--- config.mk ---
export PLATFORM = sky130hd
export DESIGN_NAME = gfl_ram
export DESIGN_NICKNAME = d
export VERILOG_FILES = /design/src/hw/rtl/gfl_ram.sv
export SDC_FILE = /design/constraint.sdc
export NUM_CORES = 1
export LEC_CHECK = 0
export BUFFER_PORTS_ARGS = -buffer_cell sky130_fd_sc_hd__buf_2
export CAP_MARGIN = 0
export CORE_ASPECT_RATIO = 0.8
export CORE_MARGIN = 4
export CORE_UTILIZATION = 65
export DETAILED_ROUTE_END_ITERATION = 8
export GPL_TIMING_DRIVEN = 1
export PLACE_DENSITY = 0.82
export REMOVE_ABC_BUFFERS = 1
export SYNTH_ARGS = -nofsm -noshare
export SYNTH_HDL_FRONTEND = slang
export SYNTH_SLANG_ARGS = --single-unit
--- constraint.sdc ---
create_clock -name clock -period 3.8 [get_ports clock]
set_input_delay 0.76 -clock clock [delete_from_list [all_inputs] [get_ports clock]]
set_output_delay 0.76 -clock clock [all_outputs]
set_load 0.01 [all_outputs]
--- src/hw/rtl/gfl_ram.sv ---
// Generic simple dual-port RAM, one write and one registered read port.
module gfl_ram #(
   parameter int unsigned WIDTH = 8,
   parameter int unsigned DEPTH = 16
) (
   input  logic                     clock,
   input  logic                     wr_en,
   input  logic [$clog2(DEPTH)-1:0] wr_addr,
   input  logic [WIDTH-1:0]         wr_data,
   input  logic [$clog2(DEPTH)-1:0] rd_addr,
   output logic [WIDTH-1:0]         rd_data
);

   logic [WIDTH-1:0] mem [DEPTH];
   logic [WIDTH-1:0] rd_data_ff;

   always_ff @(posedge clock) begin
      if (wr_en) begin
         mem[wr_addr] <= wr_data;
      end
      rd_data_ff <= mem[rd_addr];
   end

   assign rd_data = rd_data_ff;

endmodule

==> results of run 1 <==
-- worst max-delay path by stage --
stage,slack [ns],from,cells after the start,endpoint
after global routing,1.57,rd_addr[0],5,rd_data[0]
after floorplan,1.55,wr_addr[2],2,mem[0][0]
after CTS,1.70,rd_addr[0],5,rd_data[0]
final,1.72,rd_addr[0],5,rd_data[0]
after global placement,1.20,rd_addr[0],5,rd_data[7]
after detailed placement,1.18,rd_addr[0],5,rd_data[0]
-- cells by family after synthesis --
family	count (synthesis)	synth area share (%)
flip-flops	136	77.8
AO/OA/AOI/OAI	16	2.33
multiplexers	32	15.0
AND/OR/NAND/NOR	35	3.18
buffers and inverters	10	1.68
-- cells in the mapped netlist (all sizes together) --
master	count	area share, %
clkdlybuf4s25	3	0.58
nor2b	1	0.12
a22oi	16	2.3
nand3	1	0.097
buf	7	1.1
nand2	9	0.66
nand3b	2	0.29
edfxtp	128	75
or3b	1	0.17
nor2	13	0.95
nand2b	2	0.24
nor3	4	0.39
and2	1	0.12
and2b	1	0.15
dfxtp	8	3.1
mux4	32	15
-- metrics by stage --
step	power [W]	setup WS (ns)	utilization, %
after floorplan	0.00179	1.55	-
after global placement	0.00186	1.20	71.2
after detailed placement	0.00187	1.18	71.2
after CTS	0.00346	1.70	79.0
after global routing	0.00356	1.57	79.0
final	0.00345	1.72	79.0
-- layout make-up --
| type | instances | area share (%) |
|---|---|---|
| clock inverters | 15 | 2.96 |
| well taps | 105 | 2.21 |
| flip-flops and latches | 136 | 67.3 |
| clock buffers | 17 | 6.96 |
| repair buffers | 31 | 2.86 |
| multi-input cells | 83 | 17.8 |
-- critical path, stage by stage --
cell and delay (ns):
buf_2 0.53, buf_4 0.33, mux4_1 0.57, a22oi_1 0.19
nand2_1 0.07
-- registers in the layout (all words and copies together), names as in the netlist --
signal,flops
rd_data,8
mem,128
-- power breakdown --
| group | internal, W | switching (W) |
|---|---|---|
| Combinational | 0.0000617 | 0.0000888 |
| Clock | 0.00100 | 0.000609 |
| Sequential | 0.00168 | 0.0000117 |
-- layer usage --
| layer | up-vias | share of wire [%] | track usage (%) |
|---|---|---|---|
| li1 | 1059 | - | - |
| met1 | 1331 | 44 | 36.1 |
| met2 | 129 | 49 | 36.8 |
| met3 | 10 | 6.5 | 6.34 |
| met4 | 0 | 0.77 | 5.96 |
| met5 | - | 0 | 0 |
==> run_results.csv, run 1 <==
group,metric,value,unit
run_status,status,"complete, no violations",
finish,final_common_cell,"edfxtp_1",
critical_path,reg2reg_from,"mem[10][1]",
yosys,syn_avg_cell_area,22.5,sq um
critical_path,reg2reg_depth,3,
timing,max_freq,0.481,GHz
finish,diodes,0,
route,firstDrtPassIters,5,
floorplan,ios,26,
job,drv_cap,0,
power_and_ir_drop,power_density,579,mW/mm^2
critical_path,cp.arrival,2.47,ns
cts,clk_path_buf_depth,2,
yosys,synth_area,0.00515,sq mm
min_path,min_from,"wr_data[6]",
timing,hold_ws,0.636,ns
place,dp_hpwl,5.92,mm
timing,setup_violations,0,
finish,layoutNonFillerInstCount,387,
yosys,yosysWarningCount,0,
route,avgRoutedWirePerCell,25.7,microns
finish,register_area,0.00400,sq mm
cts,cts_tree,"done",
critical_path,cp-end-kind,"flip-flop",
cts,clkTransAtPathRegs,0.06,ns
critical_path,worst_r2r_endpoint,"rd_data[1]",
floorplan,die-width,107,microns
route,route.detailed.drc,0,
floorplan,std_cell_rows,28,
grt,track_usage,24.1,%
place,place_area,0.00536,sq mm
cts,cts_setup_buffers,0,
finish,final_nets,287,
timing,clock_skew,0.00464,ns
grt,grt_pass1_wl,15.6,mm
route,vias_per_cell,6.53,
critical_path,cp_max_fo,21,
timing,rsz0062_at_grt,"false",
timing,finalCriticalPeriod,2.08,ns
place,numPortBuffers,25,
cts,hold_buffers,0,
grt,grt_pass1_vias,2580,
cts,htree_num_levels,4,
grt,overflow,0,
grt,grt_start_max_net_pins,33,
min_path,min_delay_path_depth,1,
timing,hold_violations,0,
floorplan,die_h,87.6,microns
power_and_ir_drop,vdd_ir_drop_max,0.544,mV
place,globalplace.congestion,0.763,
route,drtAntennaViolNets,0,
critical_path,r2r_slack,2.42,ns
cts,cts_buffers,17,
floorplan,core-area,0.00753,sq mm
timing,final.setup.tns,0,ns
timing,period_share,54.7,%
min_path,hold_path_class,"in2reg",
route,vias,2529,
finish,multiInputGateArea,0.00106,sq mm
finish,design_area,0.00595,sq mm
min_path,holdPathEnd,"mem[7][6]",
critical_path,cp-start-kind,"input pin",
yosys,synth-seq-area-share,77.8,%
yosys,syn_inst,229,
floorplan,initial_core_util,68.3,%
timing,tightest_slew,0.976,ns
finish,fill_cells,368,
route,drt_iter0_drc,287,
route,routed_wl,9.93,mm
finish,final_cell_mix,"edfxtp_1 (128), buf_2 (25), mux4_2 (18)",
yosys,synth-seq-cells,136,
cts,cts_repair_resize_count,0,
power_and_ir_drop,leakage,2.01,nW
critical_path,cp.required,4.19,ns
grt,antenna_found_initial,0,
floorplan,dieArea,0.00942,sq mm
timing,maxSlewViolCount,0,
cts,cts_root_buffer,"clkbuf_8",
finish,syn_to_final_growth,15.7,%
place,placed_cells,355,
yosys,yosysUniqueCellTypes,19,
critical_path,crit_type,"in2reg",
timing,slew_headroom,34.7,%
cts,clk_latency,0.51,ns
finish,drive_gt1_share,29.1,%
cts,numClockSinks,136,
(Power assumes the default switching activity.)
==> inputs of run 2 (changes only) <==
CORE_UTILIZATION = 54   (was 65)
PLACE_DENSITY = 0.72   (was 0.82)
clock period = 1.9 ns   (was 3.8 ns; I/O delays follow)
==> run 2 against run 1 <==
Against the previous run:
- final cell count increased by 6.5%
- clock power increased by 99%
- count of clock-buffer cells in the layout increased by 1
- setup slack got worse by 1.2 ns
- first-iteration DRC count decreased by 9.8%
- critical path type unchanged
- utilization decreased by 12 points
- critical path depth unchanged
==> run_results.csv, run 2 (synthesis results as in run 1) <==
group,metric,value,unit
run_status,status,"complete, no violations",
floorplan,ios,26,
grt,antenna_found_initial,0,
power_and_ir_drop,power_density,1130,mW/mm^2
cts,clk_path_buf_depth,2,
timing,max_freq,0.737,GHz
finish,drive_gt1_share,31.3,%
timing,finalCriticalPeriod,1.36,ns
floorplan,die_h,95.3,microns
cts,cts_repair_resize_count,0,
timing,clock_skew,0.00932,ns
timing,maxSlewViolCount,0,
route,route.detailed.drc,0,
finish,final_common_cell,"edfxtp_1",
critical_path,cp-start-kind,"input pin",
finish,final_nets,302,
timing,setup_violations,0,
timing,hold_violations,0,
route,vias_per_cell,5.90,
critical_path,worst-path-buf-inv,2,
route,routed_wl,9.52,mm
critical_path,cp_max_fo,18,
critical_path,crit_type,"in2reg",
floorplan,dieArea,0.0112,sq mm
route,drtAntennaViolNets,0,
place,numPortBuffers,25,
timing,slew_headroom,68.4,%
cts,clk_latency,0.41,ns
grt,grt_use_met2,27.6,%
power_and_ir_drop,leakage,2.10,nW
place,globalplace.congestion,0.750,
grt,grtUsageMet1,27.8,%
cts,cts_buffers,17,
critical_path,crit_path_top_delay_cell,"mux4_1",
critical_path,crit_path_cell_trace,"buf_2 -> buf_12 -> mux4_1 -> a22oi_1 -> nand2_1",
finish,final_cell_mix,"edfxtp_1 (128), buf_2 (25), mux4_2 (18), buf_4 (18), clkbuf_16 (17)",
floorplan,std_cell_rows,31,
timing,rsz0062_at_grt,"false",
cts,cts_setup_buffers,0,
floorplan,core-area,0.00915,sq mm
route,vias,2431,
power_and_ir_drop,vdd_ir_drop_max,0.690,mV
critical_path,cp-end-kind,"flip-flop",
grt,track_usage,19.3,%
timing,period_share,71.4,%
critical_path,cp.arrival,1.65,ns
timing,tightest_slew,0.470,ns
finish,regMostFlops,"mem",
route,avgRoutedWirePerCell,23.1,microns
critical_path,crit_family,"multiplexers",
cts,hold_buffers,0,
grt,grtUsageMet3,7.30,%
job,drv_cap,0,
finish,diodes,0,
grt,overflow,0,
grt,grt_pass1_vias,2483,
route,drt_iter0_drc,259,
timing,hold_ws,0.351,ns
cts,cts_root_buffer,"clkbuf_16",
cts,cts_tree,"done",
finish,largest_reg_flops,128,
min_path,hold_path_class,"in2reg",
place,place_area,0.00553,sq mm
floorplan,die-width,117,microns
grt,grt.busiest_layer,"met1",
cts,numClockSinks,136,
place,dp_hpwl,6.12,mm
timing,final.setup.tns,0,ns
critical_path,cp_slowest_stage_delay,0.59,ns
grt,grt_pass1_wl,14.7,mm
critical_path,cp.required,2.19,ns
floorplan,initial_core_util,56.2,%
finish,design_area,0.00611,sq mm
cts,clkTransAtPathRegs,0.06,ns
route,firstDrtPassIters,4,
finish,syn_to_final_growth,18.7,%
cts,htree_num_levels,4,
grt,grt_start_max_net_pins,33,
## run 2: cell count changes in the layout (fill, tap and decap cells not counted)
cell,before,now
buf_4,6,18
clkbuf_16,16,17
clkinvlp_4,3,2
clkinv_1,0,3
clkinv_2,4,3
clkbuf_1,0,1
buf_12,0,3
inv_6,2,0
clkbuf_8,1,0
## run 2: area by class of cell
type / count / area, sq um
repair buffers: 46 / 320
fillers: 572 / 3040
flip-flops and latches: 136 / 4000
clock inverters: 14 / 158
well taps: 115 / 144
multi-input cells: 83 / 1060
clock buffers: 18 / 429
## run 2: stage by stage
step,instances,power (W),util [%],setup WS [ns]
final,412,0.00691,66.8,0.544
after global routing,412,0.00714,66.8,0.432
after CTS,412,0.00696,66.8,0.531
after detailed placement,380,0.00376,60.4,0.120
after global placement,380,0.00375,60.4,0.158
after floorplan,219,0.00357,-,0.0271
## run 2: path summary, 6_finish.rpt
kind              startpoint    endpoint  slack (ns)  cells past startpoint
hold reg to reg    mem[0][1]  rd_data[1]        0.68                      3
setup / recovery  rd_addr[0]  rd_data[1]        0.54                      5
setup reg to reg   mem[9][1]  rd_data[1]        0.54                      3
hold / removal    wr_data[3]  mem[14][3]        0.35                      1
## run 2: power by group
| group | total, W | internal, W | switching [W] |
|---|---|---|---|
| combinational | 0.000316 | 0.000140 | 0.000176 |
| clock | 0.00321 | 0.00204 | 0.00117 |
| sequential | 0.00338 | 0.00336 | 0.0000225 |
| total | 0.00691 | 0.00554 | 0.00137 |
## run 2: metal layers
layer / routed length (microns) / share of wire, %
met5: 0 / 0
met4: 46 / 0.48
met3: 603 / 6.3
met2: 4510 / 47
met1: 4360 / 46
